==> config.mk <==
export PLATFORM = sky130hd
export DESIGN_NAME = dwsd_cell
export DESIGN_NICKNAME = d
export VERILOG_FILES = /design/src/design/dwsd_pkg.sv /design/src/design/dwsd_cell.sv
export SDC_FILE = /design/constraint.sdc
export NUM_CORES = 1
export LEC_CHECK = 0
export BUFFER_PORTS_ARGS = -buffer_cell sky130_fd_sc_hd__buf_2
export CORE_MARGIN = 2
export CORE_UTILIZATION = 44
export CTS_BUF_LIST = sky130_fd_sc_hd__clkbuf_4 sky130_fd_sc_hd__clkbuf_8 sky130_fd_sc_hd__clkbuf_16
export DETAILED_ROUTE_END_ITERATION = 8
export GPL_ROUTABILITY_DRIVEN = 0
export MAX_ROUTING_LAYER = met4
export PLACE_DENSITY_LB_ADDON = 0.25
export SYNTH_ARGS = -nofsm -noshare
export SYNTH_HDL_FRONTEND = slang
export SYNTH_SLANG_ARGS = --single-unit
==> constraint.sdc <==
create_clock -name clk -period 2 [get_ports clk]
set_clock_uncertainty 0.05 [all_clocks]
set_input_delay 0.1 -clock clk [delete_from_list [all_inputs] [get_ports clk]]
set_output_delay 0.1 -clock clk [all_outputs]
set_load 0.01 [all_outputs]
==> src/design/dwsd_pkg.sv <==
// ----------------------------------------------------------------------------
// dwsd_pkg: shared types and constants
// Sample width and the control bundle that steers the statistics unit.
// ----------------------------------------------------------------------------
package dwsd_pkg;

  // converter sample width
  localparam int unsigned SAMPLE_W = 16;

  // value that starts a running minimum
  localparam logic [SAMPLE_W-1:0] SAMPLE_MAX = 16'hFFFF;

  // control from the sequencer to the statistics unit
  typedef struct packed {
    logic clear;  // start a new window
    logic acc;    // fold one window entry into min, max and sum
    logic div;    // scale the window sum down to the mean
  } stats_ctrl_t;

endpackage

==> src/design/dwsd_cell.sv <==
// ----------------------------------------------------------------------------
// dwsd_cell: one history cell
// Holds one sample and takes its neighbor's value when enabled.
// ----------------------------------------------------------------------------
module dwsd_cell (
  input  logic                          clk,
  input  logic                          rst_n,
  input  logic                          en,
  input  logic [dwsd_pkg::SAMPLE_W-1:0] d,
  output logic [dwsd_pkg::SAMPLE_W-1:0] q
);

  logic [dwsd_pkg::SAMPLE_W-1:0] data_r;

  // history is cleared to zero at reset
  always_ff @(posedge clk) begin
    if (!rst_n) begin
      data_r <= '0;
    end else if (en) begin
      data_r <= d;
    end
  end

  assign q = data_r;

endmodule

==> results of run 1 <==
## cells in the mapped netlist (all sizes together)
master  instances
nor2b          16
clkbuf          1
buf             2
dfxtp          16
mux2i          16
## cell families (layout without fill, tap and decap cells)
group	count (synthesis)	in the layout
muxes	16	16
buffers and inverters	3	38
DFF	16	16
and+or+nand+nor	16	16
## stage by stage
step | power (W) | area [um2] | hold WS (ns) | utilization | cells
after floorplan | 0.000409 | 616 | 0.178 | - | 51
after global placement | 0.000441 | 769 | 0.307 | 0.591 | 97
after detailed placement | 0.000443 | 769 | 0.315 | 0.591 | 97
after CTS | 0.000649 | 806 | 0.0195 | 0.619 | 101
after global routing | 0.000676 | 806 | 0.0119 | 0.619 | 101
final | 0.000639 | 806 | 0.0205 | 0.619 | 101
## layout make-up
class / instances / share of cell area
Sequential cell: 16 / 0.398
Timing Repair Buffer: 34 / 0.211
Multi-Input combinational cell: 32 / 0.323
Tap cell: 15 / 0.0233
Clock buffer: 4 / 0.0450
## power by group
part	switching (W)	internal [W]
combinational	0.0000401	0.0000479
sequential	0.00000834	0.000337
clock	0.0000948	0.000111
total	0.000143	0.000496
## routing by layer
metal  vias to the layer above  GRT usage
met5                         -          -
met4                         0     0.0194
met3                         2     0.0783
met2                        18      0.228
met1                       211      0.149
li1                        236          -
## worst register-to-register path, delay by kind of cell (launching register included)
kind,cells,cell delay (ns)
muxes,1,0.13
DFF,1,0.32
and+or+nand+nor,1,0.06
## worst paths after layout
| kind | start | slack, ns | end | cells past startpoint |
|---|---|---|---|---|
| setup / recovery | q[7]$_SDFFE_PN0P_ | 1.09 | q[7] | 1 |
| hold / removal | d[14] | 0.02 | q[14]$_SDFFE_PN0P_ | 3 |
| setup reg to reg | q[8]$_SDFFE_PN0P_ | 1.34 | q[8]$_SDFFE_PN0P_ | 2 |
| hold reg to reg | q[14]$_SDFFE_PN0P_ | 0.46 | q[14]$_SDFFE_PN0P_ | 2 |
==> results.md, run 1 <==
- Starting Density: 0.473
- Power per cell area: 793 nW/um2
- Drt first pass iters: 1
- Largest area contributor in the netlist: dfxtp_1
- Synthesized area per cell: 12.1 um2
- Met2 WL: 541 um
- CTS buffer count: 3
- Max FFs per register: 16
- Crit path capture type: output port
- Hold buffer count at cts: 0
- Register area: 320 um2
- # IOs: 35
- Warnings from Yosys: 0
- Crit-path leading delay family: flip-flops
- Setup TNS: 0 ns
- Max Cap Viol: 0
- Worst EP arrival: approximately 0.76 ns
- Post-route ant nets: 0
- Total Routed Length: 1050 um
- Met3 wire len: between 70 and 80 um
- Place WS: 1.02 ns
- Syn Std Cell Area: 616 um2
- Sequential area share after synthesis: 0.520
- Starting DRC count in detailed routing: 0
- Multi-input gate area: approximately 260 um2
- H-Tree Depth: 1
- Number of global-route vias before repair: roughly 430
- Compound-cell area share of the yosys netlist: 0
- Post-Synth Simple-Gate Area: 0.163
- Worst slew margin: 0.703
- Cts repair resizes: 0
- Post-synthesis xor/xnor area fraction: 0
- Leakage Power: 0.427 nW
- Die width: 41.4 um
- Max Used Layer: met4
- Initial antenna violation count: 0
- Row cnt: 13
- Vias: 467
- Combinational family with the most area after synthesis: multiplexers
- Worst Path Required: 1.85 ns
- Worst setup SP type: flop
- Nets@finish: 106
- Hold Vio Cnt, Final: 0
- Full die area: about 1700 um2
- Worst-Margin Slew: approximately 0.45 ns
- Post-CTS setup buffers: 0
- Distinct cells, synth: 6
- Post-DP HPWL: 776 um
- Crit-path cells: buf_2
- Antenna diodes: 0
- Clock tree sinks: 16
- Via density: 4.62
- Leading cell type in the layout, fill and taps excluded: buf_2
- First-pass GRT wire length: between 1500 and 2000 um
- Final period utilization: 0.455
- Fmax: around 1.1 GHz
- Ranking of synthesized cells by area: dfxtp_1 52%, mux2i_1 26%, nor2b_1 16%, buf_12 3.3%, buf_6 1.8%
- Multiplexer share of the synthesized area: 0.260
- Core area: 1300 um2
- Max incr delay on CP: 0.34 ns
- Area share of the largest cell type after synthesis: 0.520
- Reg clk slew, reported paths: 0.09 ns
- Setup ws final: around 1.1 ns
- Fill count: 123
- Worst Path Max Fanout: 2
- Finish-stage setup viols: 0
- Synthesis-to-finish area growth: 30.9%
- Gate count after technology mapping: between 50 and 60
- Maximum vdd drop: 0.545 mV
- Worst-Skew Late Latency: approximately 0.28 ns
- DR WL/cell: 10.4 um
- RSZ-0062 raised after global routing: false
- Gr ovfl total: 0
- Drt drc: 0
- Tmin final: approximately 0.91 ns
- Status: finished clean
- Share of layout cells above drive strength 1: 0.442
- CTS Root Cell: clkbuf_4
- Met1 wire length: 422 um
- Critical path class: flop to output port
- Post-Syn Nets: 70
- CTS tree: yes
- Pin count of the biggest net entering global routing: 17
- Max clock buf depth: 2
- Most frequent cells in the layout: 34 x buf_2, 16 x mux2i_1, 16 x nor2b_1, 16 x dfxtp_1, 3 x clkbuf_4
- Die Height: 41.4 um
- Adder-Cell Fraction of Synth Area: 0
- CP max stage cell: dfxtp_1
- Synthesized flop and latch total: 16
- CP bufs+invs: 1
- Port bufs: 34
- Final Slew Violations: 0
- Tot GR Track Use: 0.139
- Hold Path Class: primary input to flop
No activity file was read; power rests on OpenSTA's default activity.
==> run 2: changes to the inputs <==
Settings changed: CORE_ASPECT_RATIO set to 0.8, CORE_UTILIZATION 44 to 37.
Clock period 2 ns to 0.8 ns, I/O delays scaled along.
==> run 2 against run 1 <==
Combinational power increased to 4.0 times the previous value. Critical path type unchanged. Count of clock-buffer cells in the layout decreased by 1. Critical path depth unchanged. Cell count increased by 22%. The flow now finishes with violations (setup timing).
==> results.md, run 2 (synthesized netlist as in run 1, its figures left out) <==
- Vias: 525
- Port bufs: 34
- Full die area: 2010 um2
- Post-CTS setup buffers: 0
- Max clock buf depth: 2
- Final Instance Count excl. Fillers: 123
- Leakage Power: about 0.5 nW
- Worst Path Required: 0.71 ns
- Placed cells: 105
- Via density: between 4 and 5
- Crit-path leading delay family: flip-flops
- Max incr delay on CP: 0.34 ns
- CP bufs+invs: 1
- Maximum vdd drop: 1.00 mV
- Reg clk slew, reported paths: about 0.08 ns
- Starting DRC count in detailed routing: 2
- Nets@finish: between 100 and 150
- Critical path endpoint: q[15]
- Starting Density: 0.386
- Post-DP HPWL: approximately 800 um
- R2r worst-path depth: 2
- Reg-to-Reg Start: q[9]$_SDFFE_PN0P_
- Max FFs per register: 16
- CTS tree: yes
- Finish-stage setup viols: 16
- Crit path capture type: output port
- Worst-Skew Late Latency: 0.28 ns
- Failing checks: setup timing
- Core area: 1590 um2
- Post-route ant nets: 0
- Number of global-route vias before repair: roughly 510
- Final Slew Violations: 0
- Drt first pass iters: 4
- Die width: 49.6 um
- Total Routed Length: 1450 um
- Antenna diodes: 0
- Hold Path Origin: rst_n
- Hold Path Class: primary input to flop
- Crit-path cells: buf_6
- First-pass GRT wire length: ~2100 um
- Final period utilization: 1.02
- Leading cell type in the layout, fill and taps excluded: buf_2
- Drt drc: 0
- Max Cap Viol: 0
- Worst Path Max Fanout: 2
- Status: finished with violations
- Worst slew margin: 0.865
- Worst setup SP type: flop
- Pin count of the biggest net entering global routing: 17
- Power per cell area: ~1500 nW/um2
- DR WL/cell: 11.8 um
- Synthesis-to-finish area growth: 78.0%
- Post-DP Area: 798 um2
- CTS buffer count: 3
- Design Area, Final: about 1100 um2
- Die Height: about 40 um
- Tot GR Track Use: 0.153
- Share of layout cells above drive strength 1: 0.525
- Hold Vio Cnt, Final: 0
- Hold depth: 2
- Gr ovfl total: 0
- Clock tree sinks: 16
- Fmax: 1.22 GHz
- Tmin final: 0.820 ns
- Cell depth of the worst setup path: 1
- Critical path class: flop to output port
- Worst EP arrival: 0.73 ns
- CTS Root Cell: clkbuf_4
- RSZ-0062 raised after global routing: true
- Worst setup path start: q[15]$_SDFFE_PN0P_
- H-Tree Depth: 1
- Initial antenna violation count: 0
- Setup TNS: -0.187 ns
- Row cnt: 13
- Worst-Margin Slew: 0.203 ns
- FF-to-FF End: q[9]$_SDFFE_PN0P_
- CP max stage cell: dfxtp_2
- R2R setup slack: 0.11 ns
- # IOs: 35
- Setup ws final: -0.0199 ns
run 2: worst min path at each step:
stage	end	slack [ns]
CTS	q[2]$_SDFFE_PN0P_	0.06
finish	q[15]$_SDFFE_PN0P_	0.06
global route	q[2]$_SDFFE_PN0P_	0.06
detailed placement	q[13]$_SDFFE_PN0P_	0.26
floorplan	q[0]$_SDFFE_PN0P_	0.12
global placement	q[11]$_SDFFE_PN0P_	0.25
run 2: power by group:
group / leakage, nW / switching [W] / total [W] / internal (W)
clock: 0.0138 / 0.000230 / 0.000404 / 0.000175
sequential: 0.138 / 0.0000327 / 0.000886 / 0.000853
combinational: 0.363 / 0.000119 / 0.000349 / 0.000230
run 2: layout make-up:
cell class / count / area (um2)
multi-input cells: 32 / 260
clock buffers: 3 / 22.5
repair buffers: 50 / 445
flip-flops and latches: 16 / 340
well taps: 22 / 27.5
fillers: 140 / 498
run 2: layer usage:
metal / part of all wire / GRT usage
met1: 0.38 / 0.143
met2: 0.57 / 0.307
met3: 0.042 / 0.0448
met4: 0.013 / 0.0625
met5: 0 / -
run 2: timing repair:
item	in CTS	in global routing
hold buffers	16	0
resized for setup	32	0
hold endpoints to repair	16	0
endpoints found under the setup margin	16	17
run 2: per-stage QoR:
step	hold slack (ns)	worst slack, ns	util	total power (W)
CTS	0.0575	-0.0272	0.691	0.00166
global placement	0.245	0.0697	0.501	0.00112
floorplan	0.118	0.122	-	0.00102
global route	0.0554	-0.0537	0.688	0.00173
finish	0.0598	-0.0199	0.688	0.00164
detailed placement	0.256	0.0451	0.501	0.00112
==> run 3: changes to the inputs <==
Settings changed: ABC_AREA set to 1, CORE_ASPECT_RATIO 0.8 to not set, CORE_UTILIZATION 37 to 38.
==> run 3 against run 2 <==
The run ends with hold timing, setup timing left. Via count up 32%. First-iteration DRC count rose to 3.5 times the previous value. Setup slack worse by 0.0018 ns. Sequential power up 2%. Synthesized cell count up 98%. Sequential cell count unchanged. Critical path depth unchanged. Clock power up 30%. Count of clock-buffer cells in the layout up 1. Die area up 6.0%. Largest power group unchanged. Highest routed layer unchanged.
==> results.md, run 3 <==
- Vias: 691
- Worst EP arrival: between 0.7 and 0.8 ns
- Max incr delay on CP: 0.34 ns
- Async S/R FF share, synth: 0
- Compound-cell area share of the yosys netlist: 0
- Finish-stage setup viols: 16
- Fill count: 150
- Gate count after technology mapping: between 100 and 150
- Worst Path Required: 0.71 ns
- Worst setup SP type: flop
- Fmax: 1.22 GHz
- Max FFs per register: 16
- Adder-Cell Fraction of Synth Area: 0
- Full die area: 2130 um2
- Die Height: 46.1 um
- Share of layout cells above drive strength 1: 0.408
- Clock tree sinks: 16
- DR WL/cell: between 8 and 9 um
- Worst-Margin Slew: 0.285 ns
- Status: finished with violations
- Sequential area share after synthesis: 0.475
- Core area: approximately 1700 um2
- Max Cap Viol: 0
- Post-DP HPWL: 854 um
- Via density: between 4 and 5
- Port bufs: 34
- Final period utilization: 1.03
- EDFF count, synth: 0
- Warnings from Yosys: 0
- Crit path capture type: output port
- R2R setup slack: 0.07 ns
- CP max stage cell: dfxtp_2
- Crit-path cells: buf_6
- CTS Root Cell: clkbuf_4
- Nets@finish: 172
- Initial antenna violation count: 0
- Synthesized area per cell: roughly 6.7 um2
- Ys flop type: dfxtp_1
- Failing checks: hold timing, setup timing
- Combinational family with the most area after synthesis: simple AND/OR/NAND/NOR gates
- Worst slew margin: 0.810
- Die width: around 46 um
- Syn Std Cell Area: 674 um2
- Reg clk slew, reported paths: 0.09 ns
- Final Instance Count excl. Fillers: 169
- Hold Path Class: primary input to flop
- Total Routed Length: roughly 1500 um
- Setup ws final: -0.0217 ns
- Hold Vio Cnt, Final: 1
- Ranking of synthesized cells by area: dfxtp_1 47%, nand2_1 18%, nor2_1 16%, inv_1 8.9%, buf_6 5.0%
- Number of global-route vias before repair: 622
- Drt first pass iters: 4
- Antenna diodes: 0
- Placed cells: between 100 and 150
- Register area: 340 um2
- Distinct cells, synth: 8
- CTS tree: yes
- Most frequent cells in the layout: 31 x nand2_1, 28 x nor2_1, 18 x buf_2
- Synthesis-to-finish area growth: 72.9%
- Synthesized flop and latch total: 16
- Post-route ant nets: 0
- Final Slew Violations: 0
- Post-synthesis xor/xnor area fraction: 0
- Tot GR Track Use: 0.167
- Worst Path Max Fanout: 2
- Tmin final: between 0.8 and 0.9 ns
- Critical path class: flop to output port
- H-Tree Depth: 1
- RSZ-0062 raised after global routing: true
- Starting DRC count in detailed routing: 7
- Starting Density: 0.399
- Largest area contributor in the netlist: dfxtp_1
- # IOs: 35
- WHS: -0.00164 ns
- Area share of the largest cell type after synthesis: 0.475
- CTS buffer count: 3
- Maximum vdd drop: roughly 0.99 mV
- Crit-path leading delay family: flip-flops
- Multi-input gate area: approximately 250 um2
- Multiplexer share of the synthesized area: 0
- Row cnt: 15
- CP bufs+invs: 1
- Post-Synth Simple-Gate Area: 0.367
- Power per cell area: 1570 nW/um2
- Worst-Skew Late Latency: 0.28 ns
- Drt drc: 0
- Leakage Power: 0.643 nW
- Final Util: 0.690
- Leading cell type in the layout, fill and taps excluded: nand2_1
- First-pass GRT wire length: 2420 um
- Commonest cells in the synthesized netlist: 32 x nand2_1, 29 x nor2_1, 16 x dfxtp_1, 16 x inv_1
- Gr ovfl total: 0
- Pin count of the biggest net entering global routing: 33
- Max clock buf depth: 2
- Top-count cell post-synth: nand2_1
- Post-Syn Nets: 120
[run 3: cell families after synthesis]
kind of cell / Yosys count
DFF: 16
buffers and inverters: 21
and+or+nand+nor: 64
[run 3: area by class of cell]
type | instances | area share
Clock buffer | 4 | 0.0311
Inverter | 16 | 0.0515
Multi-Input combinational cell | 64 | 0.217
Sequential cell | 16 | 0.292
Tap cell | 17 | 0.0182
Timing Repair Buffer | 52 | 0.391
[run 3: worst paths after layout]
check	from	endpoint	cells past startpoint
setup / recovery	q[3]$_SDFFE_PN0P_	q[3]	1
hold / removal	d[14]	q[14]$_SDFFE_PN0P_	5
setup reg to reg	q[5]$_SDFFE_PN0P_	q[5]$_SDFFE_PN0P_	3
hold reg to reg	q[1]$_SDFFE_PN0P_	q[1]$_SDFFE_PN0P_	2
[run 3: report_power, final]
group | internal (W) | total, W | switching [W]
clock network | 0.000277 | 0.000527 | 0.000250
logic | 0.000243 | 0.000405 | 0.000163
registers | 0.000863 | 0.000901 | 0.0000374
total | 0.00138 | 0.00183 | 0.000451
[run 3: stage by stage]
step	hold WS [ns]	instance area (um2)	TNS (ns)	total power (W)	setup WS, ns
floorplan	0.145	674	0	0.00107	0.167
global placement	0.272	840	0	0.00116	0.154
detailed placement	0.281	840	0	0.00117	0.146
CTS	0.00103	1160	-0.457	0.00185	-0.0331
global route	0.00423	1170	-0.715	0.00193	-0.0626
finish	-0.00164	1170	-0.257	0.00183	-0.0217
[run 3: timing repair]
item / in CTS / in global routing
hold buffers: 15 / 0
setup endpoints to repair: 16 / 17
buffers inserted: 2 / 0
cloned: 0 / 0
endpoints found under the hold margin: 15 / 0
resized for setup: 32 / 2
[run 3: per-layer routing]
| metal | global-route usage | vias up | share of wire |
|---|---|---|---|
| met5 | - | - | 0 |
| li1 | - | 385 | - |
| met1 | 0.199 | 282 | 0.48 |
| met2 | 0.250 | 22 | 0.45 |
| met4 | 0.0857 | 0 | 0.012 |
| met3 | 0.0549 | 2 | 0.055 |
