`config.mk`:
```
export PLATFORM = sky130hd
export DESIGN_NAME = dwsd_stats
export DESIGN_NICKNAME = d
export VERILOG_FILES = /design/src/design/dwsd_pkg.sv /design/src/design/dwsd_stats.sv
export SDC_FILE = /design/constraint.sdc
export NUM_CORES = 1
export LEC_CHECK = 0
export ABC_CLOCK_PERIOD_IN_PS = 3200
export BUFFER_PORTS_ARGS = -buffer_cell sky130_fd_sc_hd__clkbuf_2
export CORE_MARGIN = 2
export CORE_UTILIZATION = 55
export CTS_CLUSTER_DIAMETER = 40
export DETAILED_ROUTE_END_ITERATION = 8
export PLACE_DENSITY = 0.79
export SLEW_MARGIN = 10
export SYNTH_ARGS = -nofsm -noshare
export SYNTH_HDL_FRONTEND = slang
export SYNTH_SLANG_ARGS = --single-unit
export TNS_END_PERCENT = 5
```
`constraint.sdc`:
```
create_clock -name clk -period 3.2 [get_ports clk]
set_clock_uncertainty 0.05 [all_clocks]
set_input_delay 0.64 -clock clk [delete_from_list [all_inputs] [get_ports clk]]
set_output_delay 0.64 -clock clk [all_outputs]
set_load 0.01 [all_outputs]
```
`src/design/dwsd_pkg.sv`:
```
// ----------------------------------------------------------------------------
// dwsd_pkg: shared types and constants
// Sample width and the control bundle that steers the statistics unit.
// ----------------------------------------------------------------------------
package dwsd_pkg;

  // converter sample width
  localparam int unsigned SAMPLE_W = 16;

  // value that starts a running minimum
  localparam logic [SAMPLE_W-1:0] SAMPLE_MAX = 16'hFFFF;

  // control from the sequencer to the statistics unit
  typedef struct packed {
    logic clear;  // start a new window
    logic acc;    // fold one window entry into min, max and sum
    logic div;    // scale the window sum down to the mean
  } stats_ctrl_t;

endpackage

```
`src/design/dwsd_stats.sv`:
```
// ----------------------------------------------------------------------------
// dwsd_stats: window statistics unit
// Running min, max and sum over streamed entries, then a registered
// reciprocal multiply that turns the sum into the truncated mean.
// ----------------------------------------------------------------------------
module dwsd_stats #(
  parameter int unsigned WIN_LEN = 128
) (
  input  logic                          clk,
  input  dwsd_pkg::stats_ctrl_t         ctrl,
  input  logic [dwsd_pkg::SAMPLE_W-1:0] value,
  output logic [dwsd_pkg::SAMPLE_W-1:0] win_min,
  output logic [dwsd_pkg::SAMPLE_W-1:0] win_max,
  output logic [dwsd_pkg::SAMPLE_W-1:0] win_mean
);

  localparam int unsigned SUM_W   = dwsd_pkg::SAMPLE_W + $clog2(WIN_LEN);
  // floor(sum / WIN_LEN) = (sum * RECIP) >> DIV_SH for every sum below 2^SUM_W
  localparam int unsigned DIV_SH  = SUM_W + $clog2(WIN_LEN);
  localparam int unsigned RECIP_W = SUM_W + 1;
  localparam int unsigned PROD_W  = SUM_W + RECIP_W;
  localparam logic [RECIP_W-1:0] RECIP =
    RECIP_W'(((64'd1 << DIV_SH) + 64'(WIN_LEN) - 64'd1) / 64'(WIN_LEN));

  logic [dwsd_pkg::SAMPLE_W-1:0] min_r, min_nxt;
  logic [dwsd_pkg::SAMPLE_W-1:0] max_r, max_nxt;
  logic [SUM_W-1:0]              sum_r, sum_nxt;
  logic [PROD_W-1:0]             prod;

  // sum times the scaled reciprocal of the window length
  assign prod = PROD_W'(sum_r) * PROD_W'(RECIP);

  // next values for clear, accumulate and divide steps
  always_comb begin
    min_nxt = min_r;
    max_nxt = max_r;
    sum_nxt = sum_r;
    if (ctrl.clear) begin
      min_nxt = dwsd_pkg::SAMPLE_MAX;
      max_nxt = '0;
      sum_nxt = '0;
    end else if (ctrl.acc) begin
      if (value < min_r) min_nxt = value;
      if (value > max_r) max_nxt = value;
      sum_nxt = sum_r + SUM_W'(value);
    end else if (ctrl.div) begin
      // sum register takes the quotient
      sum_nxt = {{(SUM_W-dwsd_pkg::SAMPLE_W){1'b0}},
                 prod[DIV_SH +: dwsd_pkg::SAMPLE_W]};
    end
  end

  // datapath registers
  always_ff @(posedge clk) begin
    min_r <= min_nxt;
    max_r <= max_nxt;
    sum_r <= sum_nxt;
  end

  // quotient never exceeds the sample range
  assign win_min  = min_r;
  assign win_max  = max_r;
  assign win_mean = sum_r[dwsd_pkg::SAMPLE_W-1:0];

endmodule

```
==> metrics.cfg, run 1 <==
[final_layout]
drive_above_1_share=0.181
multi_input_area_um2=2450
n_antenna_cell=0
final_cell_mix=clkbuf_2, dfxtp_1, a21oi_1, ha_1, nor2_1
final_common_cell=clkbuf_2
post-route-util=0.633
syn2layout_area_growth_pct=10.1
nets=586
seq_area_um2=1100
fill_cells=623

[logic_synthesis]
async_flop_share=0
ys_seq_elements=55
synthesis.area_um2=3930
yosysWarnings=0
synth-simple-area-share=0.139
synthMuxAreaShare=0.0720
syn-num-nets=544
yosys_most_used_dff=dfxtp_1
synth-xor-area-share=0.0223
avgSynthCellArea_um2=8.25
synth_top_family_by_area=compound AO/OA/AOI/OAI gates
synth_compound_area_frac=0.236
synth_fa_ha_area_frac=0.155
ys_seq_area_frac=0.281
synth_edf_count=0
synth_cell_types=50
netlist_instances=476

[critical_path]
cp.required_ns=3.36
cp.arrival_ns=2.79
cp-end-kind=register
crit_type=in2reg
critPathMaxFanout=5
cp-start-kind=input pin

[timing]
period_share=0.820
finalHoldViolations=0
slew_headroom=0.570
grt_setup_unrepaired=false
clock.fmax_ghz=0.381
setup_violations=0
slew_viol_final=0
post-route-min-period_ns=2.62
tightest_slew_ns=0.645
finalSetupTns_ns=0

[power_and_ir_drop]
leakage_nw=2.10
p_sw_w=0.000775
switching_share=0.368
p_int_w=0.00133
seq_power_share=0.399
p_per_area_nw_per_um2=487
ir_worst_vdd_mv=0.230
pwr-share-clk=0.234
combinationalPowerShare=0.367

[drt]
drtIter0Drc=132
wl_mm=9.58
wl_per_cell_um=15.6
via_count=3528
route.detailed.drc=0
avgViaCountPerCell=5.74
first_pass_iters=4
ant_nets=0

[clock_network]
postCtsSetupBuffers=0
cts.sinks=55
ctsResizeCount=0
htreeDepth=2
hold_buffers=0
path_clk_slew_ns=0.11
numCtsBuffers=5
clock-root-buffer=clkbuf_8
insertion_delay_ns=0.32
cts_buffer_depth=2
cts_tree=built

[global_route]
grt_pass1_wl_mm=15.7
grt_util_all_layers=0.252
met3_usage=0.0317
grt_overflow=0
grtUsageMet2=0.426
grt_pass1_vias=3334
busiest_layer=met2
antenna_found_initial=0
grtUsageMet1=0.331
grt_start_max_net_pins=31

[floorplan]
num_io_pins=68
start_util=0.575
die_area_um2=7830
core_area_um2=6830
rows=30
die_height_um=88.5
die_x_um=88.5

[placed_design]
io_buffers=67
gp_congestion=0.936
hpwlAfterDp_mm=7.24

[outcome]
outcome=finished, final reports clean

[min_path]
hp-class=reg2reg

[run]
cap_violations=0

final cells by class:
| type | instances | share of cell area |
|---|---|---|
| timing repair buffer | 74 | 0.0897 |
| clock buffer | 5 | 0.0159 |
| multi-input combinational | 343 | 0.567 |
| sequential | 55 | 0.255 |
| clock inverter | 3 | 0.0110 |
| tap | 96 | 0.0278 |
| inverter | 39 | 0.0339 |
metal layers:
| metal | routed length, µm | share of wire |
|---|---|---|
| met1 | 4510 | 0.47 |
| met2 | 4490 | 0.47 |
| met3 | 362 | 0.038 |
| met4 | 209 | 0.022 |
| met5 | 0 | 0 |
metrics by stage:
stage | area (µm²) | hold slack [ns] | cells | power (W) | worst slack (ns)
6_report | 4320 | 0.456 | 615 | 0.00210 | 0.576
5_1_grt | 4320 | 0.488 | 615 | 0.00225 | 0.389
3_3_place_gp | 4210 | 0.431 | 607 | 0.00160 | 0.334
4_1_cts | 4320 | 0.460 | 615 | 0.00211 | 0.613
2_1_floorplan | 3930 | 0.413 | 476 | 0.00141 | 0.559
3_5_place_dp | 4210 | 0.440 | 607 | 0.00162 | 0.283
final timing paths:
| check | depth (start not counted) | startpoint | slack, ns | endpoint |
|---|---|---|---|---|
| worst max-delay path | 11 | value[0] | 0.58 | sum_r[22]$_SDFFE_PP0P_ |
| worst max register to register | 10 | sum_r[0]$_SDFFE_PP0P_ | 0.67 | sum_r[22]$_SDFFE_PP0P_ |
| worst min register to register | 2 | win_min[7]$_SDFFE_PP1P_ | 0.46 | win_min[7]$_SDFFE_PP1P_ |
| worst min-delay path | 2 | win_min[7]$_SDFFE_PP1P_ | 0.46 | win_min[7]$_SDFFE_PP1P_ |
power groups by stage:
| stage | logic, W | registers, W | clock network (W) |
|---|---|---|---|
| after floorplan | 0.000551 | 0.000862 | 0 |
| after global placement | 0.000747 | 0.000852 | 0 |
| after detailed placement | 0.000765 | 0.000854 | 0 |
| after CTS | 0.000772 | 0.000838 | 0.000502 |
| after global routing | 0.000871 | 0.000849 | 0.000526 |
| final | 0.000773 | 0.000839 | 0.000492 |
state kept, by name, summed over array words and instances (netlist names):
name and count:
sum_r 23, win_max 16, win_min 16
kinds of logic (layout without fill, tap and decap cells):
kind of cell	Yosys count	after routing
AND/OR/NAND/NOR	113	113
XOR/XNOR	10	10
multiplexers	28	28
flip-flops	55	55
buffers and inverters	78	121
AO/OA/AOI/OAI	144	144
adder cells (fa/ha/maj)	48	48
critical path, cell delays in order:
cell and delay (ns):
clkbuf_2 0.13, ha_1 0.18, inv_1 0.05, fa_1 0.37, nand2b_1 0.20, a21oi_1 0.21, a21oi_1 0.16, o31ai_2 0.30
o21ba_1 0.22, a31oi_1 0.10, a41o_1 0.22
cells in the mapped netlist, drive strengths merged, types with 2 or more instances:
master  number  area share
dfxtp       55        0.28
a21oi       53       0.070
ha          47        0.15
nor2        43       0.041
inv         39       0.037
mux2i       26       0.066
o21ai       26       0.033
buf         24       0.044
a211oi      21       0.040
nand2       18       0.017
clkbuf      15       0.014
a21o        12       0.023
nand3       11       0.014
a31oi       10       0.021
nand4        8       0.014
nand2b       7       0.011
nor2b        7       0.011
xnor2        7       0.016
and3         6      0.0096
nor3         6      0.0077
o21a         4      0.0077
o211ai       3      0.0057
or4          3      0.0057
xor2         3      0.0067
a211o        2      0.0045
mux2         2      0.0057
o21bai       2      0.0038
o22ai        2      0.0032
or3          2      0.0032
Power figures use the tool's default switching activity.
==> run 2: changes to the inputs <==
Settings changed: ABC_CLOCK_PERIOD_IN_PS 3200 to 2310, CORE_UTILIZATION 55 to 51, PLACE_DENSITY 0.79 to 0.77.
Clock period 3.2 ns to 2.31 ns, I/O delays scaled along.
==> metrics.cfg, run 2 (synthesized netlist as in run 1, its figures left out) <==
[outcome]
outcome=complete, but fails checks
violations=negative setup slack

[timing]
period_share=1.00
fin_ws_ns=-0.00679
hold_slack_ns=0.343
finalHoldViolations=0
slew_headroom=0.562
setup_violations=1
tightest_slew_ns=0.657
clock.fmax_ghz=0.432
grt_setup_unrepaired=true
post-route-min-period_ns=2.32
slew_viol_final=0

[floorplan]
die_x_um=91.7
core_area_um2=7370
die_height_um=91.7
num_io_pins=68
rows=31
start_util=0.533
die_area_um2=8410

[global_route]
grt_pass1_vias=3732
grt_pass1_wl_mm=17.3
antenna_found_initial=0
grt_util_all_layers=0.250
grt_start_max_net_pins=29
grt_overflow=0

[drt]
via_count=3799
route.detailed.drc=0
first_pass_iters=4
ant_nets=0
drtIter0Drc=185
wl_mm=10.5
avgViaCountPerCell=5.61
wl_per_cell_um=15.6

[final_layout]
n_antenna_cell=0
drive_above_1_share=0.292
largest_reg_flops=23
final_cell_mix=clkbuf_2, buf_4, dfxtp_1, a21oi_1, ha_1
top_register=sum_r
fin_area_um2=4860
final_common_cell=clkbuf_2
nets=645
final_cells=677
syn2layout_area_growth_pct=23.8

[clock_network]
cts_tree=built
path_clk_slew_ns=0.11
clock-root-buffer=clkbuf_8
htreeDepth=2
cts_buffer_depth=2
hold_buffers=0
insertion_delay_ns=0.32
numCtsBuffers=5
cts.sinks=55

[placed_design]
dp.cells=664
io_buffers=67
hpwlAfterDp_mm=8.08
place_area_um2=4650
gp_congestion=0.993
dp_worst_setup_slack_ns=-0.260

[critical_path]
worstPathCellList=ha_4 -> inv_2 -> fa_2 -> nand2b_4 -> a21oi_4 -> a21oi_4 -> o21bai_1 -> mux2_2 -> a31oi_1 -> nor2_1
cpMostUsedCell=a21oi_4
regToRegSetupSlack_ns=-0.007
r2r_cells=10
worstReg2RegStart=sum_r[0]$_SDFFE_PP0P_
critPathMaxFanout=3
worstReg2RegEnd=sum_r[10]$_SDFFE_PP0P_
crit_type=reg2reg
critPathMaxStageDelay_ns=0.39
slowest_stage=fa_2
cp.required_ns=2.47
cp-end-kind=register
cp.arrival_ns=2.48
cp-start-kind=register

[power_and_ir_drop]
ir_worst_vdd_mv=0.353
seq_power_share=0.383
combinationalPowerShare=0.430
finalPower_w=0.00302
p_sw_w=0.00114
switching_share=0.376
p_per_area_nw_per_um2=622
p_int_w=0.00189
pwr-share-clk=0.187
leakage_nw=2.39

[min_path]
min_to=sum_r[16]$_SDFFE_PP0P_
whs_path_depth=2
worstHoldStart=ctrl[2]
hp-class=in2reg

[run]
cap_violations=0

run 2: cell count changes in the layout (fill, tap and decap cells not counted), sizes merged:
cell,change
buf,+59
bufinv,-1
clkinv,+1
run 2: area by class of cell:
cell class	count	area (µm²)
multi-input combinational	343	2540
sequential	55	1110
tap	99	124
timing repair buffer	133	851
clock buffer	5	68.8
clock inverter	3	18.8
inverter	39	146
fill	650	2510
run 2: through the flow:
| stage | setup TNS, ns | utilization |
|---|---|---|
| finish | -0.00679 | 0.659 |
| global route | -0.343 | 0.659 |
| CTS | 0 | 0.644 |
| detailed placement | -3.18 | 0.631 |
| global placement | -1.28 | 0.631 |
| floorplan | 0 | - |
run 2: worst max-delay path by stage:
| stage | slack (ns) | depth (start not counted) | endpoint | startpoint |
|---|---|---|---|---|
| 4_1_cts | 0.02 | 10 | sum_r[22]$_SDFFE_PP0P_ | sum_r[0]$_SDFFE_PP0P_ |
| 3_5_place_dp | -0.26 | 11 | sum_r[22]$_SDFFE_PP0P_ | value[0] |
| 3_3_place_gp | -0.19 | 11 | sum_r[22]$_SDFFE_PP0P_ | value[0] |
| 5_1_grt | -0.11 | 10 | sum_r[10]$_SDFFE_PP0P_ | sum_r[0]$_SDFFE_PP0P_ |
| 2_1_floorplan | 0.002 | 10 | sum_r[22]$_SDFFE_PP0P_ | value[0] |
| 6_report | -0.007 | 10 | sum_r[10]$_SDFFE_PP0P_ | sum_r[0]$_SDFFE_PP0P_ |
run 2: repair_timing:
item / 4_1_cts / 5_1_grt
setup buffers: 1 / 4
gates resized for setup: 0 / 18
pin swaps: 3 / 11
endpoints found under the setup margin: 1 / 16
run 2: power groups by stage:
| stage | clock network, W | logic [W] | registers, W |
|---|---|---|---|
| after floorplan | 0 | 0.000773 | 0.00119 |
| after global placement | 0 | 0.00121 | 0.00117 |
| after detailed placement | 0 | 0.00125 | 0.00117 |
| after CTS | 0.000573 | 0.00126 | 0.00115 |
| after global routing | 0.000614 | 0.00144 | 0.00117 |
| final | 0.000565 | 0.00130 | 0.00116 |
run 2: per-layer routing:
layer  GRT usage  wire length, µm  vias up
met4      0.0970              327        0
met2       0.443             5220       90
li1            -                -     1889
met5           0                0        -
met3      0.0304              400       25
met1       0.310             4590     1795
run 2: worst max-delay path: cells and delay by family (launching register included):
family          cells  cell delay, ns
compound gates      4            0.65
fa+ha+maj           2            0.53
buf+inv             1            0.04
flops               1            0.37
mux                 1            0.36
simple gates        2            0.21
==> run 3: changes to the inputs <==
Settings changed: BUFFER_PORTS_ARGS -buffer_cell sky130_fd_sc_hd__clkbuf_2 to -buffer_cell sky130_fd_sc_hd__buf_2.
==> metrics.cfg, run 3 (synthesized netlist as in run 1, its figures left out) <==
[outcome]
outcome=finished, final reports clean

[timing]
post-route-min-period_ns=2.28
slew_viol_final=0
setup_violations=0
tightest_slew_ns=0.584
clock.fmax_ghz=0.439
finalHoldViolations=0
period_share=0.986
hold_slack_ns=0.385
grt_setup_unrepaired=true
slew_headroom=0.611

[critical_path]
worstReg2RegStart=sum_r[0]$_SDFFE_PP0P_
cp_num_cells=10
crit_type=reg2reg
r2r_cells=10
worstReg2RegEnd=sum_r[10]$_SDFFE_PP0P_
cp.required_ns=2.46
crit_end=sum_r[10]$_SDFFE_PP0P_
crit_family=compound AO/OA/AOI/OAI gates
cpMostUsedCell=a21oi_4
cp-end-kind=register
cp_num_buf_inv=1
cp-start-kind=register
slowest_stage=fa_2
regToRegSetupSlack_ns=0.03
cp.arrival_ns=2.42
crit_start=sum_r[0]$_SDFFE_PP0P_
critPathMaxStageDelay_ns=0.38
worstPathCellList=ha_4 -> inv_2 -> fa_2 -> nand2b_4 -> a21oi_4 -> a21oi_4 -> o21bai_1 -> mux2_2 -> a31oi_1 -> nor2_1
critPathMaxFanout=3

[global_route]
grt_util_all_layers=0.253
antenna_found_initial=0
grt_pass1_vias=3777
grt_pass1_wl_mm=17.6
grt_overflow=0
grt_start_max_net_pins=30

[clock_network]
insertion_delay_ns=0.33
cts_tree=built
cts.sinks=55
hold_buffers=0
htreeDepth=2
clock-root-buffer=clkbuf_8
numCtsBuffers=5
path_clk_slew_ns=0.12
cts_buffer_depth=2

[placed_design]
io_buffers=67
hpwlAfterDp_mm=8.23
gp_congestion=0.951

[final_layout]
seq_area_um2=1100
syn2layout_area_growth_pct=23.1
fill_cells=621
final_common_cell=buf_2
n_antenna_cell=0
drive_above_1_share=0.286
largest_reg_flops=23
nets=640
post-route-util=0.656
top_register=sum_r
final_cell_mix=buf_2, buf_4, dfxtp_1, a21oi_1, ha_1
multi_input_area_um2=2540

[floorplan]
core_area_um2=7370
start_util=0.533
rows=31
die_area_um2=8410
die_x_um=91.7
die_height_um=91.7
num_io_pins=68

[power_and_ir_drop]
leakage_nw=2.36
ir_worst_vdd_mv=0.320
p_per_area_nw_per_um2=630

[run]
cap_violations=0

[drt]
ant_nets=0
drtIter0Drc=174
wl_per_cell_um=15.8
avgViaCountPerCell=5.63
wl_mm=10.6
via_count=3785
first_pass_iters=4
route.detailed.drc=0

[min_path]
hp-class=in2reg

## run 3: changes by cell type in the layout (fill, tap and decap cells not counted), moves of 2 or more
| cell | before | now |
|---|---|---|
| clkbuf_2 | 67 | 0 |
| dfxtp_1 | 50 | 53 |
| buf_4 | 63 | 57 |
| dfxtp_2 | 5 | 2 |
| clkinv_2 | 2 | 0 |
| buf_2 | 0 | 67 |
| inv_8 | 0 | 2 |
| ha_2 | 0 | 2 |
## run 3: worst min-delay path by stage
stage	slack, ns	end	start	cells past startpoint
after global routing	0.39	win_min[3]$_SDFFE_PP1P_	value[3]	3
final	0.38	win_min[3]$_SDFFE_PP1P_	value[3]	3
after CTS	0.39	win_min[2]$_SDFFE_PP1P_	value[2]	3
after global placement	0.43	win_min[1]$_SDFFE_PP1P_	win_min[1]$_SDFFE_PP1P_	2
after floorplan	0.41	sum_r[20]$_SDFFE_PP0P_	sum_r[20]$_SDFFE_PP0P_	2
after detailed placement	0.44	win_min[4]$_SDFFE_PP1P_	win_min[4]$_SDFFE_PP1P_	2
## run 3: what timing repair did
item / CTS / global route
resized for setup: 0 / 19
buffers inserted: 0 / 1
setup endpoints to repair: 1 / 21
pin swaps: 1 / 11
## run 3: worst reg2reg max path, stage by stage, from the launching register on
cell      delay (ns)
dfxtp_2         0.37
ha_4            0.14
inv_2           0.04
fa_2            0.38
nand2b_4        0.16
a21oi_4         0.20
a21oi_4         0.10
o21bai_1        0.15
mux2_2          0.34
a31oi_1         0.16
nor2_1          0.06
## run 3: metal layers
layer / vias to the layer above / share of wire / GRT usage
met5: - / 0 / 0
li1: 1882 / - / -
met3: 24 / 0.034 / 0.0394
met4: 0 / 0.027 / 0.0796
met1: 1791 / 0.43 / 0.320
met2: 88 / 0.50 / 0.441
## run 3: final cells by class
type,count,share of cell area
inverters,39,0.0303
flip-flops and latches,55,0.228
multi-input cells,343,0.526
clock inverters,3,0.00647
clock buffers,5,0.0142
repair buffers,128,0.169
well taps,99,0.0256
## run 3: through the flow
step / worst slack (ns) / TNS [ns] / power (W) / area [µm²] / cells
after floorplan: 0.00225 / 0 / 0.00197 / 3950 / 476
after global placement: -0.149 / -1.84 / 0.00237 / 4640 / 663
after detailed placement: -0.248 / -3.36 / 0.00242 / 4640 / 663
after CTS: 0.00333 / 0 / 0.00303 / 4740 / 671
after global routing: -0.0459 / -0.156 / 0.00325 / 4830 / 672
final: 0.0321 / 0 / 0.00304 / 4830 / 672
## run 3: where the power goes
group	total (W)	switching [W]	internal [W]
Clock	0.000609	0.000377	0.000232
Combinational	0.00128	0.000693	0.000590
Sequential	0.00115	0.0000841	0.00107
